--- src/sv/irpd_pkg.sv ---
// ----------------------------------------------------------------------------
// irpd_pkg
// Shared constants, types and window tables for the pulse-distance decoder.
// ----------------------------------------------------------------------------
package irpd_pkg;

    localparam int unsigned FRAME_BITS  = 64;
    localparam int unsigned WORD_W      = 64;
    localparam int unsigned DUR_W       = 16;
    localparam int unsigned TOL_W       = 7;
    localparam int unsigned STATUS_W    = 2;
    localparam int unsigned TOL_MAX     = 100;
    localparam int unsigned TOL_RESET   = 25;
    localparam int unsigned ALIGN_SHIFT = WORD_W - FRAME_BITS;
    localparam int unsigned BIT_CNT_W   = (FRAME_BITS > 1) ? $clog2(FRAME_BITS) : 1;

    localparam int unsigned HDR_NOM        = 9900;
    localparam int unsigned HDR2_MARK_NOM  = 4600;
    localparam int unsigned HDR2_SPACE_NOM = 2600;
    localparam int unsigned BIT_MARK_NOM   = 330;
    localparam int unsigned BIT_ZERO_NOM   = 400;
    localparam int unsigned BIT_ONE_NOM    = 980;
    localparam int unsigned FOOT_MARK_NOM  = 330;

    typedef enum logic [STATUS_W-1:0] {
        ST_OK   = 2'd0,
        ST_HDR  = 2'd1,
        ST_BIT  = 2'd2,
        ST_FOOT = 2'd3
    } t_status;

    typedef enum logic [4:0] {
        S_IDLE = 5'b00001,
        S_HDR1 = 5'b00010,
        S_HDR2 = 5'b00100,
        S_BITS = 5'b01000,
        S_FOOT = 5'b10000
    } t_state;

    typedef struct packed {
        logic hdr;
        logic hdr2;
        logic bit_one;
        logic bit_zero;
        logic foot;
    } t_match;

    typedef logic [DUR_W-1:0] t_bound_tab [0:TOL_MAX];

    function automatic t_bound_tab mk_lo(int unsigned nom);
        t_bound_tab tab;
        for (int unsigned t = 0; t <= TOL_MAX; t++) begin
            tab[t] = DUR_W'(nom * (TOL_MAX - t) / TOL_MAX);
        end
        return tab;
    endfunction

    function automatic t_bound_tab mk_hi(int unsigned nom);
        t_bound_tab tab;
        for (int unsigned t = 0; t <= TOL_MAX; t++) begin
            tab[t] = DUR_W'(nom * (TOL_MAX + t) / TOL_MAX);
        end
        return tab;
    endfunction

    localparam t_bound_tab HDR_LO        = mk_lo(HDR_NOM);
    localparam t_bound_tab HDR_HI        = mk_hi(HDR_NOM);
    localparam t_bound_tab HDR2_MARK_LO  = mk_lo(HDR2_MARK_NOM);
    localparam t_bound_tab HDR2_MARK_HI  = mk_hi(HDR2_MARK_NOM);
    localparam t_bound_tab HDR2_SPACE_LO = mk_lo(HDR2_SPACE_NOM);
    localparam t_bound_tab HDR2_SPACE_HI = mk_hi(HDR2_SPACE_NOM);
    localparam t_bound_tab BIT_MARK_LO   = mk_lo(BIT_MARK_NOM);
    localparam t_bound_tab BIT_MARK_HI   = mk_hi(BIT_MARK_NOM);
    localparam t_bound_tab BIT_ZERO_LO   = mk_lo(BIT_ZERO_NOM);
    localparam t_bound_tab BIT_ZERO_HI   = mk_hi(BIT_ZERO_NOM);
    localparam t_bound_tab BIT_ONE_LO    = mk_lo(BIT_ONE_NOM);
    localparam t_bound_tab BIT_ONE_HI    = mk_hi(BIT_ONE_NOM);
    localparam t_bound_tab FOOT_MARK_LO  = mk_lo(FOOT_MARK_NOM);
    localparam t_bound_tab FOOT_MARK_HI  = mk_hi(FOOT_MARK_NOM);

    function automatic logic in_win(logic [DUR_W-1:0] d, logic [DUR_W-1:0] lo,
                                    logic [DUR_W-1:0] hi);
        return (d >= lo) && (d <= hi);
    endfunction

endpackage

--- src/sv/irpd_if.sv ---
// ----------------------------------------------------------------------------
// irpd_if
// Valid/ready channels of the pulse-distance decoder.
// ----------------------------------------------------------------------------
interface irpd_pulse_if;
    import irpd_pkg::*;
    logic             valid;
    logic             ready;
    logic [DUR_W-1:0] mark_us;
    logic [DUR_W-1:0] space_us;
    modport source (output valid, output mark_us, output space_us, input ready);
    modport sink   (input valid, input mark_us, input space_us, output ready);
endinterface

interface irpd_frame_if;
    import irpd_pkg::*;
    logic                valid;
    logic                ready;
    logic [WORD_W-1:0]   frame_word;
    logic [STATUS_W-1:0] status;
    modport source (output valid, output frame_word, output status, input ready);
    modport sink   (input valid, input frame_word, input status, output ready);
endinterface

interface irpd_cfg_if;
    import irpd_pkg::*;
    logic             valid;
    logic             ready;
    logic [TOL_W-1:0] tolerance_pct;
    modport source (output valid, output tolerance_pct, input ready);
    modport sink   (input valid, input tolerance_pct, output ready);
endinterface

--- src/sv/irpd_matcher.sv ---
// ----------------------------------------------------------------------------
// irpd_matcher
// Tolerance window compares of one mark/space pair against every nominal.
// ----------------------------------------------------------------------------
module irpd_matcher
    import irpd_pkg::*;
(
    input  logic [TOL_W-1:0] i_tol,
    input  logic [DUR_W-1:0] i_mark,
    input  logic [DUR_W-1:0] i_space,
    output t_match           o_match
);

    logic [TOL_W-1:0] tol_idx;
    logic             bit_mark_ok;

    assign tol_idx = (i_tol > TOL_W'(TOL_MAX)) ? TOL_W'(TOL_MAX) : i_tol;

    assign bit_mark_ok = in_win(i_mark, BIT_MARK_LO[tol_idx], BIT_MARK_HI[tol_idx]);

    always_comb begin
        o_match.hdr      = in_win(i_mark,  HDR_LO[tol_idx], HDR_HI[tol_idx])
                        && in_win(i_space, HDR_LO[tol_idx], HDR_HI[tol_idx]);
        o_match.hdr2     = in_win(i_mark,  HDR2_MARK_LO[tol_idx], HDR2_MARK_HI[tol_idx])
                        && in_win(i_space, HDR2_SPACE_LO[tol_idx], HDR2_SPACE_HI[tol_idx]);
        o_match.bit_one  = bit_mark_ok
                        && in_win(i_space, BIT_ONE_LO[tol_idx], BIT_ONE_HI[tol_idx]);
        o_match.bit_zero = bit_mark_ok
                        && in_win(i_space, BIT_ZERO_LO[tol_idx], BIT_ZERO_HI[tol_idx]);
        o_match.foot     = in_win(i_mark, FOOT_MARK_LO[tol_idx], FOOT_MARK_HI[tol_idx]);
    end

endmodule

--- src/sv/ir_pulse_distance_frame_decoder.sv ---
// ----------------------------------------------------------------------------
// ir_pulse_distance_frame_decoder
// Infrared pulse-distance frame decoder, one mark/space pair per transaction.
// ----------------------------------------------------------------------------
// Accepts one mark/space pair every clock cycle unless the output is stalled.
// Each pair is held in an input register, matched against the window tables
// for the current tolerance and the frame phase, and any result lands in the
// output register when the pair leaves the input register.
// The frame is two long header
// pairs, a second header pair, 64 bit pairs and a footer mark; a good frame
// gives the word with status ok, a mismatch after the first header gives a
// zero word with the failing phase's status. Pairs that do not match the
// first header while idle are dropped. Tolerance writes take effect on the
// next cycle and must be made while no frame is in progress.
module ir_pulse_distance_frame_decoder
    import irpd_pkg::*;
(
    input  logic               i_clk,
    input  logic               i_rst_n,
    irpd_cfg_if.sink           i_cfg,
    irpd_pulse_if.sink         i_pulse,
    irpd_frame_if.source       o_frame
);

    logic [TOL_W-1:0]     r_tol;
    logic                 r_a_valid;
    logic [DUR_W-1:0]     r_a_mark;
    logic [DUR_W-1:0]     r_a_space;
    t_state               r_state,   n_state;
    logic [BIT_CNT_W-1:0] r_bit_cnt, n_bit_cnt;
    logic [WORD_W-1:0]    r_shift,   n_shift;
    logic                 r_out_valid;
    logic [WORD_W-1:0]    r_out_word;
    t_status              r_out_status;

    t_match               match;
    logic                 advance;
    logic                 res_fire;
    logic [WORD_W-1:0]    res_word;
    t_status              res_status;

    assign i_cfg.ready = 1'b1;

    assign advance       = r_a_valid && (!r_out_valid || o_frame.ready);
    assign i_pulse.ready = !r_a_valid || advance;

    assign o_frame.valid      = r_out_valid;
    assign o_frame.frame_word = r_out_word;
    assign o_frame.status     = r_out_status;

    irpd_matcher u_matcher (
        .i_tol   (r_tol),
        .i_mark  (r_a_mark),
        .i_space (r_a_space),
        .o_match (match)
    );

    always_comb begin
        n_state    = r_state;
        n_bit_cnt  = r_bit_cnt;
        n_shift    = r_shift;
        res_fire   = 1'b0;
        res_word   = '0;
        res_status = ST_OK;
        unique case (r_state)
            S_IDLE: begin
                if (match.hdr) begin
                    n_state = S_HDR1;
                    n_shift = '0;
                end
            end
            S_HDR1: begin
                if (match.hdr) begin
                    n_state = S_HDR2;
                end else begin
                    res_fire   = 1'b1;
                    res_status = ST_HDR;
                end
            end
            S_HDR2: begin
                if (match.hdr2) begin
                    n_state   = S_BITS;
                    n_bit_cnt = '0;
                end else begin
                    res_fire   = 1'b1;
                    res_status = ST_HDR;
                end
            end
            S_BITS: begin
                if (match.bit_one || match.bit_zero) begin
                    n_shift   = {match.bit_one, r_shift[WORD_W-1:1]};
                    n_bit_cnt = r_bit_cnt + 1'b1;
                    if (r_bit_cnt == BIT_CNT_W'(FRAME_BITS - 1)) begin
                        n_state = S_FOOT;
                    end
                end else begin
                    res_fire   = 1'b1;
                    res_status = ST_BIT;
                end
            end
            S_FOOT: begin
                res_fire = 1'b1;
                if (match.foot) begin
                    res_word   = r_shift >> ALIGN_SHIFT;
                    res_status = ST_OK;
                end else begin
                    res_status = ST_FOOT;
                end
            end
            default: begin
                n_state = S_IDLE;
            end
        endcase
        if (res_fire) begin
            n_state = S_IDLE;
            n_shift = '0;
        end
    end

    always_ff @(posedge i_clk) begin
        if (!i_rst_n) begin
            r_tol       <= TOL_W'(TOL_RESET);
            r_a_valid   <= 1'b0;
            r_state     <= S_IDLE;
            r_bit_cnt   <= '0;
            r_shift     <= '0;
            r_out_valid <= 1'b0;
        end else begin
            if (i_cfg.valid) begin
                r_tol <= i_cfg.tolerance_pct;
            end
            if (i_pulse.ready) begin
                r_a_valid <= i_pulse.valid;
            end
            if (advance) begin
                r_state   <= n_state;
                r_bit_cnt <= n_bit_cnt;
                r_shift   <= n_shift;
            end
            if (advance && res_fire) begin
                r_out_valid <= 1'b1;
            end else if (o_frame.ready) begin
                r_out_valid <= 1'b0;
            end
        end
    end

    always_ff @(posedge i_clk) begin
        if (i_pulse.valid && i_pulse.ready) begin
            r_a_mark  <= i_pulse.mark_us;
            r_a_space <= i_pulse.space_us;
        end
        if (advance && res_fire) begin
            r_out_word   <= res_word;
            r_out_status <= res_status;
        end
    end

    a_stall_only_when_full: assert property (
        @(posedge i_clk) disable iff (!i_rst_n)
        !i_pulse.ready |-> r_a_valid
    ) else $error("input stalled with empty input register");

    a_error_word_zero: assert property (
        @(posedge i_clk) disable iff (!i_rst_n)
        (o_frame.valid && (o_frame.status != ST_OK)) |-> (o_frame.frame_word == '0)
    ) else $error("error result carries a nonzero word");

    a_result_returns_idle: assert property (
        @(posedge i_clk) disable iff (!i_rst_n)
        (advance && res_fire) |=> (r_state == S_IDLE) && (r_shift == '0) && r_out_valid
    ) else $error("result did not return decoder to idle");

endmodule

--- src/flat_wrapper.sv ---
// flat-port wrapper written by rule: the top's interface ports become plain ports
module ir_pulse_distance_frame_decoder_flat import irpd_pkg::*;
  (i_clk, i_rst_n, i_cfg_valid, i_cfg_tolerance_pct, i_cfg_ready, i_pulse_valid, i_pulse_mark_us, i_pulse_space_us, i_pulse_ready, o_frame_valid, o_frame_frame_word, o_frame_status, o_frame_ready);
  irpd_cfg_if i_cfg_i ();
  irpd_pulse_if i_pulse_i ();
  irpd_frame_if o_frame_i ();
  input  logic i_clk;
  input  logic i_rst_n;
  input wire logic [$bits(i_cfg_i.valid)-1:0] i_cfg_valid;
  input wire logic [$bits(i_cfg_i.tolerance_pct)-1:0] i_cfg_tolerance_pct;
  output wire logic [$bits(i_cfg_i.ready)-1:0] i_cfg_ready;
  input wire logic [$bits(i_pulse_i.valid)-1:0] i_pulse_valid;
  input wire logic [$bits(i_pulse_i.mark_us)-1:0] i_pulse_mark_us;
  input wire logic [$bits(i_pulse_i.space_us)-1:0] i_pulse_space_us;
  output wire logic [$bits(i_pulse_i.ready)-1:0] i_pulse_ready;
  output wire logic [$bits(o_frame_i.valid)-1:0] o_frame_valid;
  output wire logic [$bits(o_frame_i.frame_word)-1:0] o_frame_frame_word;
  output wire logic [$bits(o_frame_i.status)-1:0] o_frame_status;
  input wire logic [$bits(o_frame_i.ready)-1:0] o_frame_ready;
  assign i_cfg_i.valid = i_cfg_valid;
  assign i_cfg_i.tolerance_pct = i_cfg_tolerance_pct;
  assign i_cfg_ready = i_cfg_i.ready;
  assign i_pulse_i.valid = i_pulse_valid;
  assign i_pulse_i.mark_us = i_pulse_mark_us;
  assign i_pulse_i.space_us = i_pulse_space_us;
  assign i_pulse_ready = i_pulse_i.ready;
  assign o_frame_valid = o_frame_i.valid;
  assign o_frame_frame_word = o_frame_i.frame_word;
  assign o_frame_status = o_frame_i.status;
  assign o_frame_i.ready = o_frame_ready;
  ir_pulse_distance_frame_decoder u_core (.i_clk(i_clk), .i_rst_n(i_rst_n), .i_cfg(i_cfg_i), .i_pulse(i_pulse_i), .o_frame(o_frame_i));
endmodule
--- config.mk ---
export PLATFORM = sky130hd
export DESIGN_NAME = ir_pulse_distance_frame_decoder_flat
export DESIGN_NICKNAME = d
export VERILOG_FILES = /design/src/sv/irpd_pkg.sv /design/src/sv/irpd_if.sv /design/src/sv/irpd_matcher.sv /design/src/sv/ir_pulse_distance_frame_decoder.sv /design/src/flat_wrapper.sv
export SDC_FILE = /design/constraint.sdc
export NUM_CORES = 1
export LEC_CHECK = 0
export BUFFER_PORTS_ARGS = -buffer_cell sky130_fd_sc_hd__buf_2
export CORE_MARGIN = 4
export CORE_UTILIZATION = 30
export CTS_CLUSTER_SIZE = 16
export DETAILED_ROUTE_END_ITERATION = 16
export GPL_TIMING_DRIVEN = 0
export SKIP_LAST_GASP = 1
export SLEW_MARGIN = 10
export SYNTH_ARGS = -nofsm -noshare
export SYNTH_HDL_FRONTEND = slang
export SYNTH_HIERARCHICAL = 1
export SYNTH_SLANG_ARGS = --single-unit
export TNS_END_PERCENT = 50
--- constraint.sdc ---
create_clock -name i_clk -period 9.9 [get_ports i_clk]
set_input_delay 0.99 -clock i_clk [delete_from_list [all_inputs] [get_ports i_clk]]
set_output_delay 0.99 -clock i_clk [all_outputs]
set_load 0.02 [all_outputs]
Word level (Yosys, flattened, before mapping)
Memories as Yosys holds them, arrays and structs flattened.
Index checks and enable logic that the tools add are counted.
{"block": "totals", "rom_bits": 24576, "mem_bits_rw": 0, "memories": 12, "reg_bits": 182, "latch_bits": 0, "out_inout_bits": 69}
{"block": "classes", "reduce_logical": 26, "eq_ne": 14, "n_bitwise": 1, "n_addsub": 1, "n_mux": 50, "multipliers": 0, "n_shift": 0, "div_mod_pow": 0, "n_lt_le_gt_ge": 16}
{"name": "(name not given)", "depth": 128, "width": 16, "rd": 1, "rd_clocked_by_memory_dff": 0, "write_ports": 0, "line": "irpd_matcher.sv:30", "source": "o_match.foot = in_win(i_mark, FOOT_MARK_LO[tol_idx], FOOT_MARK_HI[tol_idx]);"}
{"name": "(name not given)", "depth": 128, "width": 16, "rd": 1, "rd_clocked_by_memory_dff": 0, "write_ports": 0, "line": "irpd_matcher.sv:30"}
{"name": "(name not given)", "depth": 128, "width": 16, "rd": 1, "rd_clocked_by_memory_dff": 0, "write_ports": 0, "line": "irpd_matcher.sv:29", "source": "&& in_win(i_space, BIT_ZERO_LO[tol_idx], BIT_ZERO_HI[tol_idx]);"}
{"name": "(name not given)", "depth": 128, "width": 16, "rd": 1, "rd_clocked_by_memory_dff": 0, "write_ports": 0, "line": "irpd_matcher.sv:29"}
{"name": "(name not given)", "depth": 128, "width": 16, "rd": 1, "rd_clocked_by_memory_dff": 0, "write_ports": 0, "line": "irpd_matcher.sv:27", "source": "&& in_win(i_space, BIT_ONE_LO[tol_idx], BIT_ONE_HI[tol_idx]);"}
{"name": "(name not given)", "depth": 128, "width": 16, "rd": 1, "rd_clocked_by_memory_dff": 0, "write_ports": 0, "line": "irpd_matcher.sv:27"}
{"name": "6 more memories"}
{"operator": "2-to-1 mux 16 bit", "n": 24}
{"operator": "2-to-1 mux 64 bit", "n": 3}
{"operator": "case mux 64 bit (2 select lines)", "n": 1}
{"operator": "greater-or-equal comparator 16 bit", "n": 7}
{"operator": "less-or-equal comparator 16 bit", "n": 7}
{"operator": "2-to-1 mux 5 bit", "n": 6}
{"operator": "case mux 5 bit (5 select lines)", "n": 1}
{"operator": "inequality test 3 x 1 -> 1 bit, second input constant", "n": 5}
{"operator": "logical AND 1 bit", "n": 14}
{"operator": "2-to-1 mux 6 bit", "n": 2}
{"operator": "case mux 6 bit (2 select lines)", "n": 1}
{"operator": "greater-or-equal comparator 8 bit, second input constant", "n": 1}
{"operator": "inverter 7 -> 8 bit", "n": 1}
{"operator": "case mux 2 bit (4 select lines)", "n": 1}
{"operator": "AND reduction 4 bit", "n": 2}
{"operator": "> comparator 7 bit, second input constant", "n": 1}
{"operator": "2-to-1 mux 1 bit", "n": 7}
{"operator": "2-to-1 mux 7 bit", "n": 1}
{"operator": "AND reduction 7 bit", "n": 1}
{"operator": "adder 6 x 1 -> 6 bit, second input constant", "n": 1}
{"operator": "== test 6 bit, second input constant", "n": 1}
{"operator": "inequality test 2 x 1 -> 1 bit, second input constant", "n": 3}
{"operator": "== test 5 x 1 -> 1 bit, second input constant", "n": 1}
{"operator": "== test 5 x 2 -> 1 bit, second input constant", "n": 1}
{"operator": "10 further kinds", "n": 15}

Longest topological paths before layout
Gate-level depths: netlist of run 1.
{"block": "logic_depth", "depth_word": 14, "depth_mapped": 30, "ltp_nobuf": 26}

By module
The synthesis of run 1 kept the hierarchy.
{"module": "irpd_matcher", "seq_area_each_um2": 0.0, "cells_each": 1588, "instances": 1, "area_each_um2": 9954.5}
{"module": "ir_pulse_distance_frame_decoder", "seq_area_each_um2": 4624.4, "cells_each": 571, "instances": 1, "area_each_um2": 6690.2}

Worst setup path before layout of run 1
OpenSTA, ideal clock, no wires.
{"block": "synth_path", "path_type": "reg-to-reg", "from": "register u_core.r_tol[2]", "to": "register u_core.r_state[3]", "t_required_ps": 9782, "path_buffers": 5, "stages_incl_launch_ff": 29, "setup_ps": 118, "setup_slack_ps": 2536, "arrival_time_ps": 7246, "cell_sequence": "dfxtp_1 -> buf_2 -> buf_6 -> buf_2 -> buf_1 -> nor2_1 -> o21ai_0 -> inv_1 -> ha_1 -> inv_2 -> ha_1 -> clkbuf_1 -> o21a_1 -> a2bb2oi_1 -> o22ai_1 -> nand2_1 -> o21ai_0 -> ha_1 -> nand2b_1 -> a21o_1 -> a21oi_1 -> nor2b_1 -> o2111ai_1 -> a21oi_1 -> o221a_2 -> nor3_1 -> o31a_1 -> nor2_1 -> a32o_1"}
{"item": "start: declaration", "line": "ir_pulse_distance_frame_decoder.sv:25", "source": "logic [TOL_W-1:0] r_tol;"}
{"item": "start signal: assignment", "line": "ir_pulse_distance_frame_decoder.sv:122", "source": "r_tol <= TOL_W'(TOL_RESET);"}
{"item": "start signal: assignment", "line": "ir_pulse_distance_frame_decoder.sv:130", "source": "r_tol <= i_cfg.tolerance_pct;"}
{"item": "end signal: assignment", "line": "ir_pulse_distance_frame_decoder.sv:136", "source": "r_state <= n_state;"}
{"item": "end: declaration", "line": "ir_pulse_distance_frame_decoder.sv:29", "source": "t_state r_state, n_state;"}

==> flow_metrics.py, run 1 <==
metrics = {
    "finish": {
        "post-route-cell-area_sq_um": 18900,
        "fin_nets": 2521,
        "drive_above_1_share": 0.114,
        "nFillCells": 5855,
        "utilization": 0.343,
        "syn2layout_area_growth_pct": 13.4,
    },
    "synthesis": {
        "synthArstFlopShare": 0,
        "synth_area_sq_um": 16600,
        "synth-seq-area-share": 0.278,
        "synth-simple-area-share": 0.221,
        "postSynthCellCount": 2159,
        "synth_top_family_by_area": "compound AO/OA/AOI/OAI gates",
        "synth_common_cells": "nand2_1, o21ai_0, ha_1, a21oi_1, nor2_1",
        "yosysWarnings": 6,
        "yosysTopAreaCellShare": 0.177,
        "synth_top_flop_cell": "edfxtp_1",
        "synth_compound_area_frac": 0.284,
        "synthXorXnorAreaFrac": 0.0132,
        "syn_nets": 2386,
        "ys_ff_latch": 182,
        "ys_top_cells_by_area": "edfxtp_1, ha_1, dfxtp_1, o21ai_0, nand2_1",
        "synth_edf_count": 98,
        "avgSynthCellArea_sq_um": 7.71,
        "yosysTopAreaCell": "edfxtp_1",
        "synthDistinctLibCells": 86,
        "synthAdderAreaFrac": 0.138,
        "yosysMostFrequentCell": "nand2_1",
        "muxShareOfSynthArea": 0.00970,
    },
    "timing": {
        "hold_viol_final": 0,
        "skew_ns": 0.0244,
        "timing.final.crit_share": 0.960,
        "worst_hold_slack_ns": 0.464,
        "setup_viol": 0,
        "slew_headroom": 0.0458,
        "fmax_mhz": 105,
        "finalWorstSetupSlack_ns": 0.398,
        "min_period_ns": 9.50,
        "rsz0062_at_grt": "no",
        "maxSlewViolCount": 0,
        "worst_pin_slew_ns": 1.43,
    },
    "clocking": {
        "insertion_delay_ns": 0.50,
        "clockBufferDepth": 2,
        "cts_buffers": 17,
        "clock-sinks": 182,
        "cts_hold_buf": 0,
        "clk_pin_slew_ns": 0.10,
        "cts_tree": "done",
        "htreeDepth": 4,
        "cts_setup_buffers": 0,
        "cts_root_buf": "clkbuf_16",
    },
    "worst_setup_path": {
        "r2r-start": "u_core/r_tol[2]",
        "setup.worst_path.start": "u_core/r_tol[2]",
        "cp-start-kind": "flip-flop",
        "cp.required_ns": 10.31,
        "rrSetupSlack_ns": 0.40,
        "crit_fanout": 19,
        "path_class": "reg -> reg",
        "r2r_cells": 26,
        "r2r-end": "u_core/r_shift[59]",
        "crit_path_end_kind": "flip-flop",
        "crit_arrival_ns": 9.91,
    },
    "placement": {
        "place_area_sq_um": 18200,
        "gp_congestion": 1.04,
        "detailedPlace.worstSlack_ns": 0.0499,
        "hpwl_um": 85300,
        "io_buffers": 110,
    },
    "route": {
        "wl_per_cell_um": 36.9,
        "final_antenna_net_count": 0,
        "dr.pass1.iters": 6,
        "via_count": 20100,
        "dr.first_iter.drc_count": 2707,
        "routed_wl_um": 113000,
        "vias_per_cell": 6.56,
        "drc": 0,
    },
    "pwr": {
        "power.internal_w": 0.00147,
        "p_leak_nw": 7.13,
        "swShare": 0.457,
        "switchingPower_w": 0.00124,
        "power_density_nw_per_um2": 143,
        "power.share.clock": 0.272,
        "seqPwrFrac": 0.310,
        "comb_power_share": 0.418,
        "ir_drop_mv": 0.135,
    },
    "grt": {
        "grt_antenna_before_repair": 7,
        "grt_pass1_wl_um": 155000,
        "grtUsageTotal": 0.369,
        "grt_max_degree": 39,
        "grt_pass1_vias": 19300,
        "overflow": 0,
    },
    "floorplanning": {
        "initial_core_util": 0.303,
        "die_height_um": 244,
        "io_pins": 113,
        "placementRows": 86,
        "core_area_sq_um": 55000,
        "die-area_sq_um": 59300,
        "die_x_um": 244,
    },
    "min_path": {
        "min_to": "u_core/r_shift[16]",
        "hold_start": "u_core/r_shift[17]",
        "min_path_type": "reg -> reg",
        "min_path_cells": 2,
    },
    "job": {
        "maxCapViolCount": 0,
    },
    "run_status": {
        "status": "finished clean",
    },
}
[metrics by stage]
stage / TNS (ns) / power, W / cells
detailed placement: 0 / 0.00192 / 3024
CTS: 0 / 0.00267 / 3056
global placement: -251.86 / 0.00191 / 3017
floorplan: 0 / 0.00144 / 2159
global route: 0 / 0.00280 / 3055
finish: 0 / 0.00271 / 3059
[worst max path at each step]
stage	slack [ns]	endpoint	depth (start not counted)
4_1_cts	0.19	u_core/r_shift[59]	27
6_report	0.40	u_core/r_shift[59]	26
5_1_grt	0.29	u_core/r_shift[52]	26
3_5_place_dp	0.05	u_core/r_shift[59]	27
3_3_place_gp	-2.40	u_core/r_state[3]	25
2_1_floorplan	2.54	u_core/r_state[3]	28
[registers in the layout, indices dropped and copies added, names as in the netlist, 2 cells and up]
| register | cells |
|---|---|
| u_core/r_bit_cnt | 6 |
| u_core/o_frame.frame_word | 64 |
| u_core/o_frame.status | 2 |
| u_core/r_state | 5 |
| u_core/r_a_space | 16 |
| u_core/r_tol | 7 |
| u_core/r_shift | 64 |
| u_core/r_a_mark | 16 |
[routing by layer]
layer  GRT usage  wire [um]  up-vias
met2       0.537      46100     1371
li1            -          -     8396
met4       0.199       7300       10
met1       0.485      46400     9917
met3       0.119      13000      365
met5           0         63        -
[critical path: stages (launching register included)]
cell	delay, ns
dfxtp_1	0.53
buf_2	0.31
buf_6	0.20
buf_2	0.53
nor2_1	0.23
o21ai_1	0.29
buf_4	0.25
inv_1	0.35
ha_1	0.51
inv_2	0.31
ha_1	0.21
clkbuf_1	0.48
clkbuf_1	0.60
o21ai_0	0.44
a32oi_1	0.75
ha_1	0.38
o21ai_0	0.17
a21oi_1	0.09
nand2_1	0.06
a21oi_1	0.12
a2111oi_2	0.74
o221a_2	0.38
o2111ai_1	0.20
nor2_2	0.51
clkbuf_1	0.44
nand2_1	0.12
o21ai_0	0.18
[cell families after synthesis]
group / Yosys count
DFF: 182
AOI/OAI and AO/OA: 747
muxes: 16
buffers and inverters: 218
adders and majority gates: 183
other: 1
and+or+nand+nor: 787
xor gates and xnor gates: 25
[layout make-up]
| type | instances | area [sq um] | share of cell area |
|---|---|---|---|
| multi-input cells | 1759 | 11100 | 0.588 |
| clock inverters | 15 | 209 | 0.0111 |
| plain buffers | 181 | 806 | 0.0427 |
| diodes | 4 | 10.0 | 0.000530 |
| clock buffers | 17 | 425 | 0.0225 |
| flip-flops and latches | 182 | 4620 | 0.245 |
| well taps | 748 | 936 | 0.0496 |
| inverters | 36 | 135 | 0.00716 |
| repair buffers | 117 | 638 | 0.0338 |
[power by group through the flow]
stage          clock network [W]  registers (W)  logic (W)
2_1_floorplan                  0       0.000839   0.000596
4_1_cts                 0.000764       0.000838    0.00107
5_1_grt                 0.000784       0.000840    0.00118
3_3_place_gp                   0       0.000855    0.00106
3_5_place_dp                   0       0.000856    0.00106
6_report                0.000738       0.000838    0.00113
[what timing repair did]
| action | CTS | global route |
|---|---|---|
| endpoints found under the setup margin | 8 | 60 |
| gates resized for setup | 1 | 0 |
| gates cloned | 0 | 0 |
[cell usage in the layout, fill, tap and decap left out, types with 30 or more instances in the layout]
master	n
a211oi_1	30
a21oi_1	178
a31oi_1	32
and3_1	69
buf_2	166
clkbuf_1	92
dfxtp_1	84
edfxtp_1	98
ha_1	183
inv_1	30
nand2_1	263
nand3_1	131
nor2_1	167
nor3_1	38
o211ai_1	41
o21ai_0	219
o21ai_1	31
No activity file was read; power rests on OpenSTA's default activity.
==> inputs of run 2 (changes only) <==
--- a/config.mk
+++ b/config.mk
@@ -15,6 +15,5 @@
 export SLEW_MARGIN = 10
 export SYNTH_ARGS = -nofsm -noshare
 export SYNTH_HDL_FRONTEND = slang
-export SYNTH_HIERARCHICAL = 1
 export SYNTH_SLANG_ARGS = --single-unit
 export TNS_END_PERCENT = 50
==> flow_metrics.py, run 2 <==
metrics = {
    "run_status": {
        "status": "finished clean",
    },
    "synthesis": {
        "synth_common_cells": "nand2_1, a21oi_1, o21ai_0, ha_1, nor2_1",
        "yosysWarnings": 0,
        "synth_area_sq_um": 16800,
        "synthDistinctLibCells": 84,
        "synthArstFlopShare": 0,
        "postSynthCellCount": 2168,
        "synth_top_flop_cell": "edfxtp_1",
        "ys_top_cells_by_area": "edfxtp_1, ha_1, dfxtp_1, a21oi_1, o21ai_0",
        "yosysTopAreaCell": "edfxtp_1",
        "avgSynthCellArea_sq_um": 7.74,
        "syn_nets": 2392,
        "synth-seq-area-share": 0.276,
        "ys_ff_latch": 182,
        "synth_edf_count": 98,
        "yosysTopAreaCellShare": 0.175,
        "yosysMostFrequentCell": "nand2_1",
    },
    "timing": {
        "worst_pin_slew_ns": 1.41,
        "min_period_ns": 9.70,
        "maxSlewViolCount": 0,
        "slew_headroom": 0.0542,
        "timing.final.crit_share": 0.980,
        "finalWorstSetupSlack_ns": 0.195,
        "rsz0062_at_grt": "no",
        "worst_hold_slack_ns": 0.511,
        "fmax_mhz": 103,
        "hold_viol_final": 0,
        "setup_viol": 0,
        "skew_ns": 0.0194,
    },
    "worst_setup_path": {
        "critical-path-top-delay-family": "buffers and inverters",
        "path_class": "reg -> reg",
        "r2r_cells": 23,
        "slowest_delay_ns": 1.08,
        "cpMostUsedCell": "clkbuf_1",
        "cp_slowest_cell": "nor2_1",
        "crit_path_end_kind": "flip-flop",
        "cp.required_ns": 10.29,
        "crit_arrival_ns": 10.10,
        "crit_fanout": 19,
        "worstPathCellList": "nor2_1 > o21ai_0 > inv_2 > buf_2 > buf_1 > clkbuf_2 > ha_1 > clkbuf_1 > clkbuf_1 > inv_1 > o311ai_0 > o21ai_0 > ha_1 > nand4_1 > nor4_1 > a21boi_0 > o31a_1 > a311oi_1 > a21oi_1 > buf_2 > clkbuf_1 > nand3_1 > o221ai_1",
        "r2r-start": "u_core.r_tol[3]",
        "r2r-end": "u_core.r_shift[47]",
        "rrSetupSlack_ns": 0.20,
        "cp.buffers_inverters": 9,
        "cp-start-kind": "flip-flop",
    },
    "clocking": {
        "htreeDepth": 4,
        "cts_resized": 0,
        "clk_pin_slew_ns": 0.08,
        "cts_setup_buffers": 0,
        "cts_buffers": 17,
        "cts_tree": "done",
        "clockBufferDepth": 2,
        "cts_root_buf": "clkbuf_16",
        "cts_hold_buf": 0,
        "insertion_delay_ns": 0.49,
        "clock-sinks": 182,
    },
    "floorplanning": {
        "io_pins": 113,
        "core_area_sq_um": 55200,
        "die-area_sq_um": 59800,
        "die_x_um": 245,
        "die_height_um": 245,
        "initial_core_util": 0.304,
        "placementRows": 86,
    },
    "grt": {
        "grtUsageTotal": 0.348,
        "overflow": 0,
        "grt_pass1_vias": 19400,
        "grt_antenna_before_repair": 5,
        "grt_max_degree": 33,
        "grt_pass1_wl_um": 149000,
    },
    "route": {
        "final_antenna_net_count": 0,
        "drc": 0,
        "dr.first_iter.drc_count": 2972,
        "vias_per_cell": 6.64,
        "dr.pass1.iters": 6,
        "wl_per_cell_um": 35.1,
        "via_count": 20400,
        "routed_wl_um": 108000,
    },
    "pwr": {
        "power_w": 0.00274,
        "p_leak_nw": 6.82,
        "ir_drop_mv": 0.131,
        "power_density_nw_per_um2": 144,
    },
    "finish": {
        "utilization": 0.345,
        "mostFrequentLayoutCell": "nand2_1",
        "layout_common_cells": "nand2_1, a21oi_1, o21ai_0",
        "drive_above_1_share": 0.0903,
        "syn2layout_area_growth_pct": 13.5,
        "fin_nets": 2525,
    },
    "min_path": {
        "hold_start": "u_core.r_bit_cnt[2]",
        "min_to": "u_core.r_bit_cnt[2]",
        "min_path_cells": 2,
        "min_path_type": "reg -> reg",
    },
    "placement": {
        "io_buffers": 109,
        "hpwl_um": 81000,
        "gp_congestion": 1.10,
        "detailedPlace.worstSlack_ns": 0.908,
    },
    "job": {
        "maxCapViolCount": 0,
    },
}
run 2: cell count changes in the layout (fill, tap and decap cells not counted), sizes merged, moves of 10 or more:
cell,before,now
o21ai,253,202
clkbuf,112,148
buf,203,170
a211oi,30,47
a21oi,178,210
and3,69,10
inv,44,34
a221oi,21,11
nand4,28,17
and2,5,70
o221ai,11,77
nand3,132,101
run 2: layout make-up:
cell class / count / area [sq um]
diodes: 5 / 12.5
plain buffers: 187 / 785
clock buffers: 17 / 425
clock inverters: 15 / 225
fillers: 5911 / 36200
inverters: 28 / 105
multi-input cells: 1771 / 11300
flip-flops and latches: 182 / 4620
well taps: 748 / 936
repair buffers: 114 / 623
run 2: routing by layer:
metal	share of wire	global-route usage
met1	0.40	0.450
met2	0.40	0.503
met3	0.12	0.104
met4	0.080	0.224
met5	0.000065	0
run 2: how the worst max path moves through the flow:
stage	start	endpoint	slack [ns]	depth (start not counted)
after floorplan	u_core.r_tol[3]	u_core.o_frame.frame_word[0]	1.19	20
after global placement	u_core.r_tol[3]	u_core.o_frame.frame_word[10]	-4.20	20
after detailed placement	u_core.r_tol[3]	u_core.r_bit_cnt[4]	0.91	23
after CTS	u_core.r_tol[3]	u_core.r_shift[60]	0.86	23
after global routing	u_core.r_tol[3]	u_core.r_shift[60]	0.37	23
final	u_core.r_tol[3]	u_core.r_shift[47]	0.20	23
run 2: worst min-delay path, delay by kind of cell, from the launching register on:
family             cells  cell delay [ns]
AOI/OAI and AO/OA      2             0.13
DFF                    1             0.33
run 2: cell families after synthesis:
family,count (synthesis),share of synthesized area
buf+inv,215,0.0529
other cells,1,0.000223
simple gates,770,0.215
xor+xnor,14,0.00731
flops,182,0.276
fa+ha+maj,180,0.134
mux,11,0.00731
compound gates,795,0.308
run 2: stage by stage:
| step | instances | setup TNS (ns) | instance area [sq um] |
|---|---|---|---|
| 2_1_floorplan | 2168 | 0 | 16800 |
| 3_3_place_gp | 3025 | -325.23 | 18300 |
| 3_5_place_dp | 3030 | 0 | 18400 |
| 4_1_cts | 3062 | 0 | 19000 |
| 5_1_grt | 3062 | 0 | 19000 |
| 6_report | 3067 | 0 | 19000 |
run 2: power breakdown:
group | leakage [nW] | switching (W) | total, W | internal [W]
sequential | 1.45 | 0.0000311 | 0.000836 | 0.000805
combinational | 5.06 | 0.000847 | 0.00117 | 0.000322
clock | 0.310 | 0.000385 | 0.000740 | 0.000356
total | 6.82 | 0.00126 | 0.00274 | 0.00148
